<file path="config.mk">
export PLATFORM = sky130hd
export DESIGN_NAME = utf8_stream_decoder_core
export DESIGN_NICKNAME = d
export VERILOG_FILES = /design/src/sv/utf8sd_pkg.sv /design/src/sv/utf8sd_decode.sv /design/src/sv/utf8_stream_decoder_core.sv
export VERILOG_INCLUDE_DIRS = /design/src /design/src/sv
export SDC_FILE = /design/constraint.sdc
export NUM_CORES = 1
export LEC_CHECK = 0
export ABC_AREA = 1
export CAP_MARGIN = 10
export CORE_UTILIZATION = 60
export CTS_BUF_LIST = sky130_fd_sc_hd__clkbuf_8
export DETAILED_ROUTE_END_ITERATION = 10
export DONT_BUFFER_PORTS = 1
export GPL_TIMING_DRIVEN = 0
export PLACE_DENSITY = 0.82
export SYNTH_ARGS = -nofsm -noshare
export SYNTH_HDL_FRONTEND = slang
export SYNTH_HIERARCHICAL = 1
export SYNTH_SLANG_ARGS = --single-unit
</file>
<file path="constraint.sdc">
create_clock -name clk -period 3.25 [get_ports clk]
set_input_delay 0.1625 -clock clk [delete_from_list [all_inputs] [get_ports clk]]
set_output_delay 0.1625 -clock clk [all_outputs]
set_load 0.01 [all_outputs]
</file>
<file path="src/sv/utf8_stream_decoder_core_assert.svh">
// Assertion macros for the UTF-8 stream decoder.
// Used by the RTL files in this folder; expects clk and rst_n in scope.
`ifndef UTF8_STREAM_DECODER_CORE_ASSERT_SVH
`define UTF8_STREAM_DECODER_CORE_ASSERT_SVH
`ifndef SYNTHESIS
// Property checked on every clock edge once reset is released.
`define UTF8SD_ASSERT(lbl, prop) \
  lbl: assert property (@(posedge clk) disable iff (!rst_n) prop) \
    else $error("utf8sd assertion failed");
// Property checked on every clock edge, reset included.
`define UTF8SD_ASSERT_ALWAYS(lbl, prop) \
  lbl: assert property (@(posedge clk) prop) \
    else $error("utf8sd assertion failed");
`else
`define UTF8SD_ASSERT(lbl, prop)
`define UTF8SD_ASSERT_ALWAYS(lbl, prop)
`endif
`endif

</file>
<file path="src/sv/utf8sd_pkg.sv">
// Shared types and constants for the UTF-8 stream decoder.
// No dependencies.
package utf8sd_pkg;

  localparam int BYTE_W  = 8;
  localparam int CP_W    = 21;
  localparam int BUF_N   = 4;   // pending bytes plus the new one
  localparam int AVAIL_W = 3;   // holds 0..BUF_N

  localparam logic [CP_W-1:0] REPL_CHAR = 21'h00FFFD;
  localparam logic [CP_W-1:0] MAX_CP    = 21'h10FFFF;

  typedef logic [BYTE_W-1:0] byte_t;

  // Verdict of the decode unit on the sequence at the buffer head
  typedef struct packed {
    logic              stop;      // sequence undecided, keep bytes pending
    logic [CP_W-1:0]   code_point;
    logic              replaced;
    logic [AVAIL_W-1:0] consume;  // bytes used by this result (1..4)
  } dec_res_t;

endpackage

</file>
<file path="src/sv/utf8sd_decode.sv">
// Decode unit: judges the UTF-8 sequence at the head of the byte buffer.
// Depends on utf8sd_pkg.
module utf8sd_decode (
  input  utf8sd_pkg::byte_t                 buf0,
  input  utf8sd_pkg::byte_t                 buf1,
  input  utf8sd_pkg::byte_t                 buf2,
  input  utf8sd_pkg::byte_t                 buf3,
  input  logic [utf8sd_pkg::AVAIL_W-1:0]    avail,
  input  logic                              eos,
  output utf8sd_pkg::dec_res_t              res
);

  logic [utf8sd_pkg::AVAIL_W-1:0] len;
  logic [utf8sd_pkg::CP_W-1:0]    scalar;
  logic                           cont_ok;
  logic                           second_ok;
  logic                           c1, c2, c3;

  // Sequence length from the lead byte
  always_comb begin
    if (buf0 >= 8'hC2 && buf0 <= 8'hDF) begin
      len = 3'd2;
    end else if (buf0 >= 8'hE0 && buf0 <= 8'hEF) begin
      len = 3'd3;
    end else if (buf0 >= 8'hF0 && buf0 <= 8'hF4) begin
      len = 3'd4;
    end else begin
      len = 3'd1;
    end
  end

  assign c1 = (buf1[7:6] == 2'b10);
  assign c2 = (buf2[7:6] == 2'b10);
  assign c3 = (buf3[7:6] == 2'b10);

  // Scalar assembly and continuation checks
  always_comb begin
    case (len)
      3'd2: begin
        scalar  = {10'd0, buf0[4:0], buf1[5:0]};
        cont_ok = c1;
      end
      3'd3: begin
        scalar  = {5'd0, buf0[3:0], buf1[5:0], buf2[5:0]};
        cont_ok = c1 && c2;
      end
      3'd4: begin
        scalar  = {buf0[2:0], buf1[5:0], buf2[5:0], buf3[5:0]};
        cont_ok = c1 && c2 && c3;
      end
      default: begin
        scalar  = {13'd0, buf0};
        cont_ok = 1'b1;
      end
    endcase
  end

  // Overlong, surrogate and above-range forms, judged on the second byte
  assign second_ok = !((buf0 == 8'hE0 && buf1 < 8'hA0) ||
                       (buf0 == 8'hED && buf1 >= 8'hA0) ||
                       (buf0 == 8'hF0 && buf1 < 8'h90) ||
                       (buf0 == 8'hF4 && buf1 >= 8'h90));

  // Verdict
  always_comb begin
    res.stop       = 1'b0;
    res.code_point = utf8sd_pkg::REPL_CHAR;
    res.replaced   = 1'b1;
    res.consume    = 3'd1;
    if (len == 3'd1) begin
      // single byte: ASCII passes, anything else is a stray byte
      if (!buf0[7]) begin
        res.code_point = scalar;
        res.replaced   = 1'b0;
      end
    end else if (len > avail) begin
      // cut short: wait for more bytes unless the string ends here
      res.stop = !eos;
    end else if (cont_ok && second_ok && scalar <= utf8sd_pkg::MAX_CP) begin
      res.code_point = scalar;
      res.replaced   = 1'b0;
      res.consume    = len;
    end
  end

endmodule

</file>
<file path="src/sv/utf8_stream_decoder_core.sv">
// UTF-8 stream decoder: takes one byte per item (with an end-of-string flag) and
// gives Unicode code points, U+FFFD with out_replaced set for each bad lead or
// stray byte. A single decode unit judges one sequence per cycle unless out_ready
// stalls, and the sequencer shifts the 4-byte buffer by what it consumed; the next
// byte is taken only once the last one's results are out or its bytes are left pending.
// in_ready is high only between items. Depends on utf8sd_pkg, utf8sd_decode.
`include "utf8_stream_decoder_core_assert.svh"
module utf8_stream_decoder_core (
  input  logic                          clk,
  input  logic                          rst_n,
  input  logic                          in_valid,
  output logic                          in_ready,
  input  logic [utf8sd_pkg::BYTE_W-1:0] in_data_byte,
  input  logic                          in_end_of_string,
  output logic                          out_valid,
  input  logic                          out_ready,
  output logic [utf8sd_pkg::CP_W-1:0]   out_code_point,
  output logic                          out_replaced,
  output logic                          out_last_of_string
);

  localparam logic ST_IDLE = 1'b0;
  localparam logic ST_RUN  = 1'b1;

  logic                            state_r, state_nxt;
  utf8sd_pkg::byte_t               buf_r   [utf8sd_pkg::BUF_N];
  utf8sd_pkg::byte_t               buf_nxt [utf8sd_pkg::BUF_N];
  logic [utf8sd_pkg::AVAIL_W-1:0]  avail_r, avail_nxt;
  logic                            eos_r, eos_nxt;
  logic                            out_valid_r, out_valid_nxt;
  logic [utf8sd_pkg::CP_W-1:0]     out_cp_r, out_cp_nxt;
  logic                            out_rep_r, out_rep_nxt;
  logic                            out_last_r, out_last_nxt;

  utf8sd_pkg::dec_res_t            dec;
  logic [utf8sd_pkg::AVAIL_W-1:0]  remain;
  logic                            slot_free;
  logic                            in_fire;

  utf8sd_decode u_decode (
    .buf0  (buf_r[0]),
    .buf1  (buf_r[1]),
    .buf2  (buf_r[2]),
    .buf3  (buf_r[3]),
    .avail (avail_r),
    .eos   (eos_r),
    .res   (dec)
  );

  assign in_ready  = (state_r == ST_IDLE);
  assign in_fire   = in_valid && in_ready;
  assign slot_free = !out_valid_r || out_ready;
  assign remain    = avail_r - dec.consume;

  // Sequencer: load the new byte behind the pending ones, then decode one sequence
  // per cycle while the result slot is free, shifting the buffer down by what was consumed
  always_comb begin
    state_nxt     = state_r;
    avail_nxt     = avail_r;
    eos_nxt       = eos_r;
    out_valid_nxt = out_valid_r && !out_ready;
    out_cp_nxt    = out_cp_r;
    out_rep_nxt   = out_rep_r;
    out_last_nxt  = out_last_r;
    for (int i = 0; i < utf8sd_pkg::BUF_N; i++) begin
      buf_nxt[i] = buf_r[i];
    end
    unique case (state_r)
      ST_IDLE: begin
        if (in_fire) begin
          buf_nxt[avail_r[1:0]] = in_data_byte;
          avail_nxt             = avail_r + 3'd1;
          eos_nxt               = in_end_of_string;
          state_nxt             = ST_RUN;
        end
      end
      ST_RUN: begin
        if (slot_free) begin
          if (dec.stop) begin
            state_nxt = ST_IDLE;
          end else begin
            out_valid_nxt = 1'b1;
            out_cp_nxt    = dec.code_point;
            out_rep_nxt   = dec.replaced;
            out_last_nxt  = eos_r && (remain == '0);
            avail_nxt     = remain;
            if (remain == '0) begin
              state_nxt = ST_IDLE;
            end
            case (dec.consume)
              3'd1: begin
                buf_nxt[0] = buf_r[1];
                buf_nxt[1] = buf_r[2];
                buf_nxt[2] = buf_r[3];
              end
              3'd2: begin
                buf_nxt[0] = buf_r[2];
                buf_nxt[1] = buf_r[3];
              end
              3'd3: begin
                buf_nxt[0] = buf_r[3];
              end
              default: begin
                // whole buffer used, contents no longer read
              end
            endcase
          end
        end
      end
      default: begin
        state_nxt = ST_IDLE;
      end
    endcase
  end

  // Control state
  always_ff @(posedge clk) begin
    if (!rst_n) begin
      state_r     <= ST_IDLE;
      avail_r     <= '0;
      out_valid_r <= 1'b0;
    end else begin
      state_r     <= state_nxt;
      avail_r     <= avail_nxt;
      out_valid_r <= out_valid_nxt;
    end
  end

  // Payload registers
  always_ff @(posedge clk) begin
    eos_r      <= eos_nxt;
    out_cp_r   <= out_cp_nxt;
    out_rep_r  <= out_rep_nxt;
    out_last_r <= out_last_nxt;
    for (int i = 0; i < utf8sd_pkg::BUF_N; i++) begin
      buf_r[i] <= buf_nxt[i];
    end
  end

  assign out_valid          = out_valid_r;
  assign out_code_point     = out_cp_r;
  assign out_replaced       = out_rep_r;
  assign out_last_of_string = out_last_r;

  // Between items at most three bytes stay pending
  `UTF8SD_ASSERT(a_pending_max, (state_r == ST_IDLE) |-> (avail_r <= 3'd3))
  // While decoding the buffer is never empty
  `UTF8SD_ASSERT(a_run_nonempty, (state_r == ST_RUN) |-> (avail_r != '0 && avail_r <= 3'd4))
  // A sequence is only left undecided when the string goes on
  `UTF8SD_ASSERT(a_stop_no_eos, (state_r == ST_RUN && dec.stop) |-> !eos_r)
  // Once the last result of a string is shown, nothing stays pending
  `UTF8SD_ASSERT(a_last_flush,
    (state_r == ST_IDLE && out_valid_r && out_last_r) |-> (avail_r == '0))
  // Reset leaves the block ready with nothing to show
  `UTF8SD_ASSERT_ALWAYS(a_reset_clear, !rst_n |=> (!out_valid_r && state_r == ST_IDLE))

endmodule

</file>
## Word-level counts from Yosys, hierarchy flattened

Memories as Yosys holds them, arrays and structs flattened.
Index checks and enable logic that the tools add are counted.

- Bits in registers: 29
- Bits in writable memories: 32
- Input bits: 13
- Logic and storage cells: 106
- Memories kept: 1

Memories:

| name | words | bits a word | rd ports | clocked after memory_dff | write ports | line | RTL |
|---|---|---|---|---|---|---|---|
| buf_r | 4 | 8 | 4 | 0 | 4 | utf8_stream_decoder_core.sv:26 | `utf8sd_pkg::byte_t buf_r [utf8sd_pkg::BUF_N];` |

- $add $sub $neg: 2
- $lt $le $gt $ge: 14
- Equal/unequal tests: 17
- Muxes and demuxes: 35
- Bitwise logic cells: 3
- Reduce and logical (&&, ||, !) cells: 27

Operator list:

| operator | number |
|---|---|
| $pmux 21 s3 | 1 |
| $mux 25 | 2 |
| $mux 24 | 2 |
| $pmux 24 s2 | 1 |
| $mux 22 | 2 |
| $ge 8x8->1 const B | 5 |
| $bwmux 32 | 1 |
| $eq 8x8->1 const B | 4 |
| $mux 32 | 1 |
| $le 8x8->1 const B | 3 |
| $mux 8 | 3 |
| $pmux 8 s3 | 1 |
| $le 21x21->1 const B | 1 |
| $mux 3 | 7 |
| $demux 8 s2 | 1 |
| $lt 8x8->1 const B | 2 |
| $pmux 8 s2 | 1 |
| $logic_and 1x1->1 | 15 |
| $eq 3x2->1 const B | 4 |
| $mux 1 | 9 |
| $eq 2x2->1 const B | 3 |
| $eq 3x1->1 const B | 2 |
| $pmux 3 s2 | 1 |
| $reduce_and 3->1 | 2 |
| 16 further kinds | 24 |

## Depth between registers and ports, before layout

- Word-level depth: 18
- Depth in mapped cells: 25
- Gate-level depth less buffers: 23

## Hierarchy

The synthesis kept the hierarchy.

By module, submodules not included:

| module | instances | cells an instance | area an instance (µm²) | sequential area each (µm²) |
|---|---|---|---|---|
| utf8_stream_decoder_core | 1 | 249 | 2688.8 | 1781.7 |
| utf8sd_decode | 1 | 167 | 920.9 | 0.0 |

## Least setup slack after synthesis

Ideal clock, no wire load.

- Path type: register -> register
- From: mem buf_r[0][0] (netlist bit)
- To: mem buf_r[1][0] (netlist bit) (enable)
- Library setup time: 0.370 ns
- Arrival time: 3.166 ns
- Setup slack: -0.286 ns
- Stages on the path, launching flop included: 20
- Buffers on the path: 2
- Period minus slack after synthesis: 3.536 ns
- Cells stage by stage: edfxtp_1 nor2_1 nand2_1 nand2_2 nand2_4 inv_2 buf_4 ha_1 a21oi_1 nand2_1 nand2_1 nand3_1 nor2_1 nand2_4 nor2_1 nand2_4 nor2_4 buf_6 o22ai_1 nor2_1

RTL lines:

| what | line |
|---|---|
| from (decl) | utf8_stream_decoder_core.sv:26 |

==> results.py <==
metrics = {
    "timing": {
        "fmax_mhz": 315,
        "finalSetupViolCount": 0,
        "fin_crit_ns": 3.18,
        "max_slew_margin": 0.509,
        "tightestPinTransition_ns": 0.734,
        "final-hold-violation-count": 0,
        "skew_ns": 0.00899,
        "hold_slack_ns": 0.0131,
        "fin_ws_ns": 0.0746,
        "min_period_over_period": 0.977,
        "slew_viol_final": 0,
    },
    "worst_setup_path": {
        "cp-end-kind": "register",
        "cp-startpoint": "buf_r[0][4]",
        "criticalPathCategory": "reg2reg",
        "critPathRequiredTime_ns": 3.28,
        "crit_arrival_ns": 3.21,
        "r2r_start": "buf_r[0][4]",
        "path_max_fanout": 8,
        "start_kind": "register",
    },
    "global_routing": {
        "overflow": 0,
        "antenna_found_initial": 0,
        "grt_pass1_vias": 3056,
        "grt_pass1_wl_mm": 15.0,
        "grt_usage": 0.320,
        "grt_max_degree": 18,
    },
    "synth": {
        "netlist_instances": 416,
        "yosys_register_bits": 61,
        "synthArstFlopShare": 0,
        "yosysWarnings": 6,
        "synth-seq-area-share": 0.494,
        "synth_nets": 438,
        "syn_area_per_cell_sq_um": 8.68,
        "synth_edf_count": 56,
        "synth-main-ff-cell": "edfxtp_1",
        "synthDistinctLibCells": 34,
        "netlist_area_sq_um": 3610,
    },
    "placed_design": {
        "port_buffers": 0,
        "place_area_sq_um": 3710,
        "place_worst_setup_slack_ns": -0.611,
        "hpwl_mm": 6.17,
        "gp_congestion": 0.874,
    },
    "clock_tree": {
        "h-tree-depth": 3,
        "cts.sinks": 61,
        "clock_latency_ns": 0.35,
        "numCtsBuffers": 9,
        "ctsRootBufferMaster": "clkbuf_8",
        "clockBufferDepth": 2,
        "cts_tree": "done",
        "clkSlewWorstSetupHoldPaths_ns": 0.08,
    },
    "cells_and_area": {
        "area_growth_syn_to_layout_pct": 22.5,
        "layout.nets": 487,
        "antenna_cells": 0,
        "finalInstanceArea_sq_um": 4420,
        "drive_gt1_frac": 0.253,
    },
    "pwr": {
        "finalPower_uw": 3120,
        "power_density_nw_per_um2": 706,
        "ir_drop_mv": 0.440,
        "power.leakage_uw": 0.00178,
    },
    "worst_hold_path": {
        "hp-class": "in2reg",
        "min_from": "in_data_byte[5]",
    },
    "detailed_routing": {
        "drc": 0,
        "post_drt_wl_per_cell_um": 18.4,
        "drtAntennaViolNets": 0,
        "routed_wl_mm": 9.99,
        "drt_iter0_drc": 337,
        "vias_per_cell": 6.17,
        "first_pass_iters": 6,
        "num_vias": 3345,
    },
    "floorplan": {
        "rows": 27,
        "start_util": 0.640,
        "die-area_sq_um": 6330,
        "ios": 38,
        "die_x_um": 79.6,
        "die_y_um": 79.6,
        "coreArea_sq_um": 5640,
    },
    "run": {
        "drv_cap": 0,
    },
    "outcome": {
        "status": "finished, final reports clean",
    },
}
## layer usage
| layer | track usage | vias up | share of wire |
|---|---|---|---|
| met5 | 0 | - | 0 |
| li1 | - | 1513 | - |
| met2 | 0.521 | 248 | 0.47 |
| met4 | 0.164 | 0 | 0.045 |
| met3 | 0.0571 | 60 | 0.099 |
| met1 | 0.406 | 1524 | 0.39 |
## cell usage after synthesis (all sizes together) (2+ instances only)
library cell | count | area share
nor3 | 2 | 0.0028
inv | 51 | 0.054
nand2 | 133 | 0.16
o22ai | 13 | 0.023
a21oi | 18 | 0.025
buf | 10 | 0.021
nand4 | 8 | 0.018
nand3 | 31 | 0.057
nor2 | 35 | 0.043
edfxtp | 56 | 0.47
dfxtp | 5 | 0.028
nand3b | 8 | 0.018
ha | 8 | 0.028
o21ai | 31 | 0.043
clkinv | 2 | 0.0021
## kinds of logic after synthesis
logic type | count (synthesis) | share of synthesized area
flip-flops | 61 | 0.494
AO/OA/AOI/OAI | 66 | 0.0998
AND/OR/NAND/NOR | 217 | 0.296
buffers and inverters | 63 | 0.0773
adder cells (fa/ha/maj) | 9 | 0.0333
## flip-flops by register name, summed over array words and instances, names as in the netlist
signal              cells
avail_r                 3
state_r                 1
out_valid               1
out_code_point         21
out_last_of_string      1
buf_r                  32
eos_r                   1
out_replaced            1
## critical path, cell delays in order, from the launching register on
cell	delay [ns]
edfxtp_1	0.40
buf_4	0.17
inv_2	0.05
nand2_1	0.09
nor2_4	0.20
inv_4	0.08
nand2_2	0.12
ha_4	0.21
nand3b_1	0.07
nand2_1	0.06
nand2_2	0.09
nand3_2	0.10
nor2_4	0.18
nand2_4	0.10
nor2_4	0.19
nand2_4	0.09
nor2_4	0.14
buf_6	0.13
o22ai_1	0.11
nor2_4	0.25
## path summary, 6_finish.rpt
path / end / depth (start not counted) / slack [ns]
setup / recovery: buf_r[1][5] / 19 / 0.07
hold / removal: buf_r[0][5] / 2 / 0.01
setup reg to reg: buf_r[1][5] / 19 / 0.07
hold reg to reg: avail_r[2] / 2 / 0.57
## cells in the final DEF, fill, tap and decap left out, types with 2 or more instances in the layout
master | Yosys | layout
nand2_4 | 5 | 6
nor2_4 | 2 | 9
clkinv_1 | 2 | 2
dlygate4sd3_1 | 0 | 10
nor3_1 | 2 | 2
nand4_1 | 7 | 7
o21ai_1 | 3 | 3
dfxtp_1 | 5 | 5
nand3b_1 | 7 | 7
nand2_1 | 121 | 118
inv_1 | 41 | 37
buf_6 | 3 | 6
nand3_1 | 21 | 17
o22ai_1 | 13 | 13
o21ai_0 | 28 | 28
nand3_2 | 10 | 13
clkinv_4 | 0 | 2
inv_4 | 1 | 2
ha_1 | 8 | 4
nand2_2 | 6 | 7
nor2_2 | 4 | 7
buf_2 | 2 | 3
edfxtp_1 | 56 | 56
a21oi_1 | 18 | 17
clkinvlp_4 | 0 | 3
ha_4 | 0 | 4
clkbuf_8 | 0 | 9
nand2_8 | 1 | 2
buf_4 | 4 | 27
inv_2 | 9 | 10
nor2_1 | 29 | 19
bufinv_16 | 0 | 2
## final cells by class
cell class	instances	area (sq um)
fillers	313	1220
repair buffers	38	319
multi-input cells	292	1720
clock inverters	7	98.8
repair inverters	1	7.51
well taps	72	90.1
plain buffers	9	70.1
flip-flops and latches	61	1780
clock buffers	9	124
inverters	53	215
## power breakdown
| group | switching, uW | internal, uW |
|---|---|---|
| combinational | 712 | 423 |
| sequential | 156 | 1080 |
| clock | 320 | 435 |
| total | 1190 | 1940 |
## metrics by stage
| stage | TNS (ns) | instances | util |
|---|---|---|---|
| 2_1_floorplan | -0.00857 | 416 | - |
| 3_3_place_gp | -13.38 | 488 | 0.658 |
| 3_5_place_dp | -20.39 | 488 | 0.658 |
| 4_1_cts | 0 | 530 | 0.747 |
| 5_1_grt | -0.536 | 542 | 0.784 |
| 6_report | 0 | 542 | 0.784 |
## repair_timing
action / 4_1_cts / 5_1_grt
resized for setup: 18 / 25
endpoints found under the hold margin: 19 / 0
endpoints found under the setup margin: 68 / 56
cloned: 2 / 0
pin swaps: 8 / 10
hold buffers: 10 / 0
setup buffers: 15 / 12
Note: power is estimated with default switching activity, not from simulation.
